File: config.mk
export PLATFORM = sky130hd
export DESIGN_NAME = htnm_divider
export DESIGN_NICKNAME = d
export VERILOG_FILES = /design/src/hdl/htnm_pkg.sv /design/src/hdl/htnm_divider.sv
export SDC_FILE = /design/constraint.sdc
export NUM_CORES = 1
export LEC_CHECK = 0
export BUFFER_PORTS_ARGS = -buffer_cell sky130_fd_sc_hd__buf_2
export CAP_MARGIN = 40
export CELL_PAD_IN_SITES_DETAIL_PLACEMENT = 0
export CELL_PAD_IN_SITES_GLOBAL_PLACEMENT = 1
export CORE_AREA = 2 2 130 227
export CTS_CLUSTER_DIAMETER = 120
export CTS_CLUSTER_SIZE = 28
export DETAILED_ROUTE_END_ITERATION = 16
export DIE_AREA = 0 0 132 229
export HOLD_SLACK_MARGIN = 0.15
export PLACE_DENSITY_LB_ADDON = 0.12
export SYNTH_ARGS = -nofsm -noshare
export SYNTH_HDL_FRONTEND = slang
export SYNTH_SLANG_ARGS = --single-unit
export TNS_END_PERCENT = 20
File: constraint.sdc
create_clock -name clock -period 5.9 [get_ports clock]
set_input_delay 0.59 -clock clock [delete_from_list [all_inputs] [get_ports clock]]
set_output_delay 0.59 -clock clock [all_outputs]
set_load 0.03 [all_outputs]
File: src/hdl/htnm_pkg.sv
`timescale 1ns / 1ps

package htnm_pkg;

   // Default geometry limits
   localparam int MAX_WIDTH_DEF  = 1024;
   localparam int MAX_HEIGHT_DEF = 4096;

   // Field and register widths
   localparam int HEIGHT_W       = 8;
   localparam int SCALE_W        = 16;
   localparam int WIDTH_CFG_W    = 11;
   localparam int HEIGHT_CFG_W   = 13;
   localparam int CFG_DATA_W     = 16;
   localparam int CFG_INDEX_W    = 2;
   localparam int CHAN_W         = 8;

   // Register reset values
   localparam logic [WIDTH_CFG_W-1:0]  WIDTH_RESET   = 11'd256;
   localparam logic [HEIGHT_CFG_W-1:0] HEIGHT_RESET  = 13'd256;
   localparam logic [SCALE_W-1:0]      SCALE_RESET   = 16'd256;
   localparam logic [SCALE_W-1:0]      SPACING_RESET = 16'd6554;

   typedef enum logic [CFG_INDEX_W-1:0] {
      REG_IMAGE_WIDTH   = 2'd0,
      REG_IMAGE_HEIGHT  = 2'd1,
      REG_HEIGHT_SCALE  = 2'd2,
      REG_PIXEL_SPACING = 2'd3
   } csr_index_type;

   // Shared divider: numerator, divisor and partial remainder widths
   localparam int DIV_NUM_W = 41;
   localparam int DIV_DEN_W = 25;
   localparam int DIV_REM_W = 26;
   localparam int DIV_CNT_W = 6;

   // Slope magnitude, sum of squares and square root step count
   localparam int SLOPE_W  = 25;
   localparam int SUMSQ_W  = 50;
   localparam int SQ_STEPS = 25;
   localparam int SQ_CNT_W = 5;

   // Division by 255 of the slope as a multiply by ceil(2^32 / 255)
   localparam int SLOPE_ROUND       = 127;
   localparam int SLOPE_RECIP       = 16843010;
   localparam int SLOPE_RECIP_SHIFT = 32;

   typedef struct packed {
      logic                 start;
      logic [DIV_NUM_W-1:0] numerator;
      logic [DIV_DEN_W-1:0] divisor;
   } div_req_type;

   typedef struct packed {
      logic                 done;
      logic [DIV_NUM_W-1:0] quotient;
   } div_rsp_type;

   typedef enum logic [4:0] {
      ST_IDLE,
      ST_RD_OLD,
      ST_RD_RIGHT,
      ST_SETUP,
      ST_MUL_H,
      ST_DIV_H,
      ST_MUL_V,
      ST_DIV_V,
      ST_SQ_H,
      ST_SQ_V,
      ST_SQ_S,
      ST_SQRT,
      ST_LD_R,
      ST_DIV_R,
      ST_LD_G,
      ST_DIV_G,
      ST_LD_B,
      ST_DIV_B,
      ST_EMIT,
      ST_WRAP
   } state_type;

endpackage

File: src/hdl/htnm_divider.sv
`timescale 1ns / 1ps

module htnm_divider (
   input  logic                  clock,
   input  logic                  reset,
   input  htnm_pkg::div_req_type div_req,
   output htnm_pkg::div_rsp_type div_rsp
);

   logic [htnm_pkg::DIV_NUM_W-1:0] num_ff, num_in;
   logic [htnm_pkg::DIV_DEN_W-1:0] den_ff, den_in;
   logic [htnm_pkg::DIV_REM_W-1:0] rem_ff, rem_in;
   logic [htnm_pkg::DIV_NUM_W-1:0] quo_ff, quo_in;
   logic [htnm_pkg::DIV_CNT_W-1:0] cnt_ff, cnt_in;
   logic                           busy_ff, busy_in;
   logic                           done_ff, done_in;
   logic [htnm_pkg::DIV_REM_W:0]   trial;
   logic [htnm_pkg::DIV_REM_W:0]   diff;
   logic                           ge;

   // One quotient bit per cycle: shift in the next numerator bit, subtract if it fits
   always_comb begin
      trial   = {rem_ff, num_ff[htnm_pkg::DIV_NUM_W-1]};
      diff    = trial - {2'b00, den_ff};
      ge      = ~diff[htnm_pkg::DIV_REM_W];
      num_in  = num_ff;
      den_in  = den_ff;
      rem_in  = rem_ff;
      quo_in  = quo_ff;
      cnt_in  = cnt_ff;
      busy_in = busy_ff;
      done_in = 1'b0;
      if (div_req.start) begin
         num_in  = div_req.numerator;
         den_in  = div_req.divisor;
         rem_in  = '0;
         quo_in  = '0;
         cnt_in  = '0;
         busy_in = 1'b1;
      end else if (busy_ff) begin
         num_in = {num_ff[htnm_pkg::DIV_NUM_W-2:0], 1'b0};
         rem_in = ge ? diff[htnm_pkg::DIV_REM_W-1:0] : trial[htnm_pkg::DIV_REM_W-1:0];
         quo_in = {quo_ff[htnm_pkg::DIV_NUM_W-2:0], ge};
         cnt_in = cnt_ff + 1'b1;
         if (cnt_ff == htnm_pkg::DIV_CNT_W'(htnm_pkg::DIV_NUM_W - 1)) begin
            busy_in = 1'b0;
            done_in = 1'b1;
         end
      end
   end

   always_ff @(posedge clock) begin
      num_ff <= num_in;
      den_ff <= den_in;
      rem_ff <= rem_in;
      quo_ff <= quo_in;
      if (reset) begin
         cnt_ff  <= '0;
         busy_ff <= 1'b0;
         done_ff <= 1'b0;
      end else begin
         cnt_ff  <= cnt_in;
         busy_ff <= busy_in;
         done_ff <= done_in;
      end
   end

   assign div_rsp.done     = done_ff;
   assign div_rsp.quotient = quo_ff;

endmodule

==> results of run 1 <==
==> final cells by class <==
cell class                      count  share of cell area
Clock buffer                       19              0.0508
Clock inverter                     13              0.0163
Inverter                           37              0.0163
Multi-Input combinational cell    438               0.380
Sequential cell                   141               0.410
Tap cell                          378              0.0555
Timing Repair Buffer              115              0.0717
==> layer usage <==
| layer | track usage | share of wire | vias up |
|---|---|---|---|
| met4 | 0.0479 | 0.021 | 2 |
| met5 | 0 | 0.00040 | - |
| met2 | 0.220 | 0.55 | 92 |
| met3 | 0.0392 | 0.050 | 23 |
| li1 | - | - | 2525 |
| met1 | 0.123 | 0.38 | 2376 |
==> registers in the layout (all words and copies together), names as in the netlist <==
register  count
done_ff       1
quo_ff       41
den_ff       25
cnt_ff        6
num_ff       41
rem_ff       26
busy_ff       1
==> cells by family (layout without fill, tap and decap cells) <==
| group | after synthesis | in the layout |
|---|---|---|
| adders and majority gates | 28 | 28 |
| xor gates and xnor gates | 22 | 22 |
| buffers and inverters | 68 | 184 |
| muxes | 84 | 84 |
| and+or+nand+nor | 199 | 199 |
| AOI/OAI and AO/OA | 105 | 105 |
| DFF | 141 | 141 |
==> worst max path at each step <==
stage                     cells after the start       start    endpoint
after global placement                       11  num_ff[40]  rem_ff[15]
final                                        11  den_ff[17]  rem_ff[15]
after detailed placement                     12  num_ff[40]  rem_ff[15]
after floorplan                              12  num_ff[40]  rem_ff[17]
after global routing                         12  num_ff[40]  rem_ff[15]
after CTS                                    12  num_ff[40]  rem_ff[15]
==> placed cells by master (no fill, tap or decap), types with 5 or more instances in the layout <==
master                      netlist  final
sky130_fd_sc_hd__buf_2            1    109
sky130_fd_sc_hd__nor2_1          89     89
sky130_fd_sc_hd__dfxtp_1         75     74
sky130_fd_sc_hd__edfxtp_1        66     66
sky130_fd_sc_hd__nand2_1         47     47
sky130_fd_sc_hd__mux2i_1         44     44
sky130_fd_sc_hd__mux2_2          40     40
sky130_fd_sc_hd__inv_1           37     36
sky130_fd_sc_hd__ha_1            27     27
sky130_fd_sc_hd__a21oi_1         26     26
sky130_fd_sc_hd__a311oi_2        17     17
sky130_fd_sc_hd__clkbuf_16        0     17
sky130_fd_sc_hd__xnor2_1         15     15
sky130_fd_sc_hd__o21ai_0         13     13
sky130_fd_sc_hd__nor3_1          13     13
sky130_fd_sc_hd__and3_1           7      7
sky130_fd_sc_hd__nor2b_1          7      7
sky130_fd_sc_hd__xor2_1           7      7
sky130_fd_sc_hd__nand4_1          6      6
sky130_fd_sc_hd__o31ai_1          6      6
sky130_fd_sc_hd__and2_1           5      5
sky130_fd_sc_hd__or2_2            5      5
sky130_fd_sc_hd__nand2_2          5      5
sky130_fd_sc_hd__a21o_1           5      5
sky130_fd_sc_hd__buf_4            2      5
==> cells in the mapped netlist, drive strengths merged, types with 4 or more instances <==
| library cell | count |
|---|---|
| edfxtp | 66 |
| ha | 27 |
| nand2 | 52 |
| o21ai | 17 |
| o31ai | 7 |
| nor2b | 8 |
| nor2 | 89 |
| nand3 | 4 |
| and2 | 5 |
| buf | 12 |
| a21o | 5 |
| nor3 | 13 |
| mux2i | 44 |
| inv | 37 |
| nand4 | 6 |
| xnor2 | 15 |
| dfxtp | 75 |
| or2 | 5 |
| a311oi | 18 |
| and3 | 7 |
| a21oi | 28 |
| a31oi | 4 |
| clkbuf | 19 |
| mux2 | 40 |
| xor2 | 7 |
==> through the flow <==
| stage | utilization | hold WS, ps | area, sq um | total power, mW |
|---|---|---|---|---|
| 2_1_floorplan | - | 443 | 7010 | 1.51 |
| 3_3_place_gp | 0.279 | 476 | 7920 | 1.63 |
| 3_5_place_dp | 0.279 | 477 | 7940 | 1.64 |
| 4_1_cts | 0.300 | 282 | 8510 | 2.74 |
| 5_1_grt | 0.300 | 304 | 8510 | 2.83 |
| 6_report | 0.300 | 316 | 8510 | 2.67 |
==> where the power goes <==
| part | switching [mW] | internal, mW |
|---|---|---|
| combinational | 0.276 | 0.203 |
| sequential | 0.0374 | 1.10 |
| clock | 0.436 | 0.624 |
| total | 0.750 | 1.92 |
==> worst max-delay path, delay by kind of cell (launching register included) <==
kind	cells	cell delay, ps
AO/OA/AOI/OAI	6	1810
adder cells (fa/ha/maj)	1	370
flip-flops	1	320
AND/OR/NAND/NOR	2	210
buffers and inverters	2	260
==> parameters.txt, run 1 <==
Parameter                              Value

Flow run
  Number of maximum-capacitance constraint violations    0

Die
  Die Span Y    approximately 230 microns
  Area of the die    30200 sq um
  Starting density of the core    0.247
  Placeable core region    28400 sq um
  Width of the chip    132 microns
  Total I/O pin count    111
  Number of standard-cell rows in the floorplan    82

Timing
  Share of the cycle needed by the critical path after routing    0.525
  Setup-failing EPs final    0
  Number of pins with negative max-slew slack in the final report    0
  Headroom to the max-slew limit    0.514
  Final Hold Viols    0
  RSZ-0062 raised after global routing    no
  Top achievable clock speed    323 MHz
  Total Neg Setup Slack    0 ps
  Final min period    3100 ps
  Final Worst Setup Slack    2800 ps
  Fin Clk Skew    5.85 ps
  Transition time at the pin with the least slew margin    729 ps

Clocking
  Clk Latency, worst-skew pair    430 ps
  CTS Hold Buffers Added    0
  Clock Path Buffers    2
  CTS clock-pin slew for the worst setup and hold paths    about 60 ps
  Resized cells post-CTS    0
  Clk sinks    about 140
  CTS root buffer    sky130_fd_sc_hd__clkbuf_16
  Clock buffers created by TritonCTS    17
  CTS tree    yes
  Number of buffers added for setup after CTS    0
  H-Tree Level Count    4

Placed design
  Dpl hpwl    12500 microns
  Place WS    2750 ps
  Routability congestion estimate    0.804
  Post-Place Cells    around 1100
  # port buffers    110

Critical path
  Critical path endpoint category    register
  Slowest CP cell    sky130_fd_sc_hd__o21ai_4
  Worst-path cell chain    inv_1, ha_1, a21oi_1, o21ai_1, a221oi_2, nand3_2, o21a_4, o21ai_4, buf_16, nor3_1, a311o_1
  Count of cells along the worst register-to-register path    11
  Maximum net fanout on the critical path    14
  Critical path start-end classification    register to register
  Largest stage delay, worst path    480 ps
  Reg-to-reg setup timing slack    about 2800 ps
  Critical Path RT    6220 ps
  Kind of launch point of the worst setup path    register
  Reg2reg start    den_ff[17]
  Endpoint of the lowest-slack register-to-register path    rem_ff[15]
  Arrival time reported for the critical path endpoint    3410 ps

Layout
  Area delta synth->final    21.5%
  Fill cell count    slightly above 3000
  Antenna Cells    0
  Area taken by multi-input logic gates    3230 sq um
  Final #Nets    847
  Layout cell share with drive strength beyond 1    0.299
  Final Instance Count excl. Fillers    1141
  Sequential cell area    3490 sq um

Global routing
  Largest net degree at the start of global routing    58
  Global-route usage over all layers    0.119
  Via count of the first global-routing pass    5317
  Initial antenna violation count    2
  Global-route wire length before repair    28100 microns
  GRT overflow    0

Logic synthesis
  Synthesized area divided by synthesized cell count    roughly 11 sq um
  Post-synthesis register bit count    roughly 140
  Post-synthesis instance total    647
  Xor and xnor area share after synthesis    0.0275
  Mux share of post-synthesis cell area    0.127
  Post-Syn Nets    ~740
  Most instantiated flip-flop cell in the synthesis netlist    sky130_fd_sc_hd__dfxtp_1
  Synthesis Warnings    0
  Share of the synthesized area in compound gates (AO/OA/AOI/OAI)    0.125
  Top-area cell type share of the netlist area    0.283
  Share of synthesized area occupied by flip-flops and latches    0.497
  Count of cell types in the netlist    65
  Basic-gate share of the synthesized area counting and, or, nand and nor cells    0.130
  Count of flip-flops with a built-in enable after synthesis    66
  Share of synthesized cell area in full adder, half adder and majority cells    0.0510
  Async SR Flop Fraction    0
  Biggest area consumer among synthesized cells    sky130_fd_sc_hd__edfxtp_1
  Main combinational cell family by area after synthesis    simple AND/OR/NAND/NOR gates
  Cell types with the largest area share after synthesis    sky130_fd_sc_hd__edfxtp_1 (28%), sky130_fd_sc_hd__dfxtp_1 (21%), sky130_fd_sc_hd__mux2_2 (6.4%), sky130_fd_sc_hd__mux2i_1 (6.3%), sky130_fd_sc_hd__ha_1 (4.8%)
  Netlist area before placement    7010 sq um

Detailed routing
  Routed wire length    around 17000 microns
  Via count normalized by instance count    4.40
  1st-iter DRT viols    148
  DR pass1 iterations    4
  Vias after detailed routing    5018
  Routed wire length per instance    15.2 microns
  Residual antenna-violating net count after detailed routing    0
  Residual DRC count    0

Worst hold path
  Min-Delay Endpoint    busy_ff
  Hold depth    2
  Worst Hold Class    primary input to register
  Worst hold path startpoint    reset

Power and ir drop
  Pleak    roughly 3.5 nW
  Max VDD drop    between 0.2 and 0.25 mV
  Power density normalized to cell area    314 nW/um^2

Status
  Run status    completed
Power figures use the tool's default switching activity.
==> run 2: changes to the inputs <==
==> constraint.sdc (replaced) <==
create_clock -name clock -period 3.12 [get_ports clock]
set_input_delay 0.312 -clock clock [delete_from_list [all_inputs] [get_ports clock]]
set_output_delay 0.312 -clock clock [all_outputs]
set_load 0.03 [all_outputs]
==> parameters.txt, run 2 (synthesis gave the netlist of run 1 again) <==
Parameter                              Value

Timing
  Final Hold Viols    0
  Top achievable clock speed    342 MHz
  Number of pins with negative max-slew slack in the final report    0
  Headroom to the max-slew limit    0.599
  Total Neg Setup Slack    0 ps
  Setup-failing EPs final    0
  Share of the cycle needed by the critical path after routing    0.938
  Transition time at the pin with the least slew margin    602 ps
  RSZ-0062 raised after global routing    no
  Fin Clk Skew    6.56 ps
  Final min period    2930 ps

Detailed routing
  Vias after detailed routing    5265
  DR pass1 iterations    4
  Uppermost signal routing layer after detailed routing    met4
  1st-iter DRT viols    138
  Met3 wire length    about 700 microns
  Routed wire length per instance    15.4 microns
  Routed length on met1    7060 microns
  Length of routed met2 wiring    around 10000 microns
  Residual DRC count    0
  Routed wire length    between 15000 and 20000 microns
  Via count normalized by instance count    4.45
  Residual antenna-violating net count after detailed routing    0

Layout
  Antenna Cells    0
  Regs by FF count    num_ff: 41 flops, quo_ff: 41 flops, rem_ff: 26 flops
  Area delta synth->final    27.4%
  Layout cell share with drive strength beyond 1    0.297
  Fill cell count    2988
  Most common cell after layout, fill and taps aside    sky130_fd_sc_hd__buf_2
  Most used cells in the layout excluding fill and tap cells    sky130_fd_sc_hd__buf_2 (109), sky130_fd_sc_hd__nor2_1 (89), sky130_fd_sc_hd__dfxtp_1 (74)
  Final #Nets    890

Global routing
  GRT overflow    0
  Largest net degree at the start of global routing    42
  Via count of the first global-routing pass    around 5700
  Global-route wire length before repair    about 29000 microns
  Initial antenna violation count    0
  Global-route usage over all layers    0.124

Power and ir drop
  Max VDD drop    0.375 mV
  Pleak    ~3.7 nW
  Power density normalized to cell area    579 nW/um^2
  Final total power    5.17 mW

Clocking
  CTS clock-pin slew for the worst setup and hold paths    about 60 ps
  Resized cells post-CTS    0
  Clk sinks    141
  Clock Path Buffers    2
  H-Tree Level Count    4
  Clock buffers created by TritonCTS    17
  Clk Latency, worst-skew pair    between 400 and 500 ps
  CTS root buffer    sky130_fd_sc_hd__clkbuf_16
  CTS tree    yes

Worst hold path
  Worst Hold Class    primary input to register

Critical path
  Reg-to-reg setup timing slack    190 ps
  Arrival time reported for the critical path endpoint    3270 ps
  Kind of launch point of the worst setup path    register
  Worst-path cell chain    inv_1, ha_1, fa_1, nor2b_4, o31a_1, o31ai_2, a21oi_2, o211ai_2, o21a_2, nand2_1, a311oi_2
  Slowest CP cell    sky130_fd_sc_hd__o21a_2
  Maximum net fanout on the critical path    11
  Critical path start-end classification    register to register
  Critical path endpoint category    register
  Largest stage delay, worst path    420 ps
  Critical Path RT    3460 ps

Die
  Placeable core region    between 20000 and 30000 sq um
  Number of standard-cell rows in the floorplan    between 80 and 90
  Die Span Y    229 microns
  Starting density of the core    0.247
  Width of the chip    about 130 microns
  Area of the die    approximately 30000 sq um
  Total I/O pin count    111

Placed design
  Routability congestion estimate    0.816
  Dpl hpwl    13100 microns
  # port buffers    between 100 and 150

Flow run
  Number of maximum-capacitance constraint violations    0

Status
  Run status    completed
-- run 2: power by group --
part	internal (mW)	leakage (nW)	switching, mW
Sequential	2.07	1.27	0.0664
Clock	1.21	0.301	0.863
Combinational	0.417	2.10	0.546
-- run 2: final timing paths --
kind                from    endpoint  cells after the start
min          div_req[48]  num_ff[23]                      2
min reg2reg   quo_ff[40]  quo_ff[40]                      2
max reg2reg   num_ff[40]   rem_ff[3]                     11
max           num_ff[40]   rem_ff[3]                     11
-- run 2: final cells by class --
| type | instances | area, sq um | share of cell area |
|---|---|---|---|
| repair buffers | 157 | 991 | 0.111 |
| multi-input cells | 439 | 3240 | 0.363 |
| inverters | 37 | 139 | 0.0155 |
| flip-flops and latches | 141 | 3490 | 0.390 |
| well taps | 378 | 473 | 0.0529 |
| clock inverters | 13 | 125 | 0.0140 |
| clock buffers | 19 | 475 | 0.0532 |
-- run 2: per-layer routing --
layer / track usage / vias to the layer above
met3: 0.0381 / 25
li1: - / 2609
met1: 0.124 / 2528
met2: 0.232 / 103
met4: 0.0537 / 0
met5: 0 / -
-- run 2: worst max-delay path, delay by kind of cell (launching register included) --
kind / cells / cell delay, ps
compound gates: 6 / 1750
fa+ha+maj: 2 / 450
flops: 1 / 360
simple gates: 2 / 180
buf+inv: 1 / 90
-- run 2: timing repair --
action | in CTS | in global routing
setup endpoints to repair | 0 | 1
hold buffers | 34 | 0
setup buffers | 0 | 0
hold endpoints to repair | 34 | 0
-- run 2: stage by stage --
stage	std cells	util	instance area [sq um]	worst slack (ps)	hold WS, ps
6_report	1184	0.314	8930	193	183
5_1_grt	1184	0.314	8930	45.9	154
4_1_cts	1183	0.314	8920	144	151
3_5_place_dp	1117	0.281	7980	162	477
3_3_place_gp	1117	0.281	7980	309	476
2_1_floorplan	647	-	7010	651	384
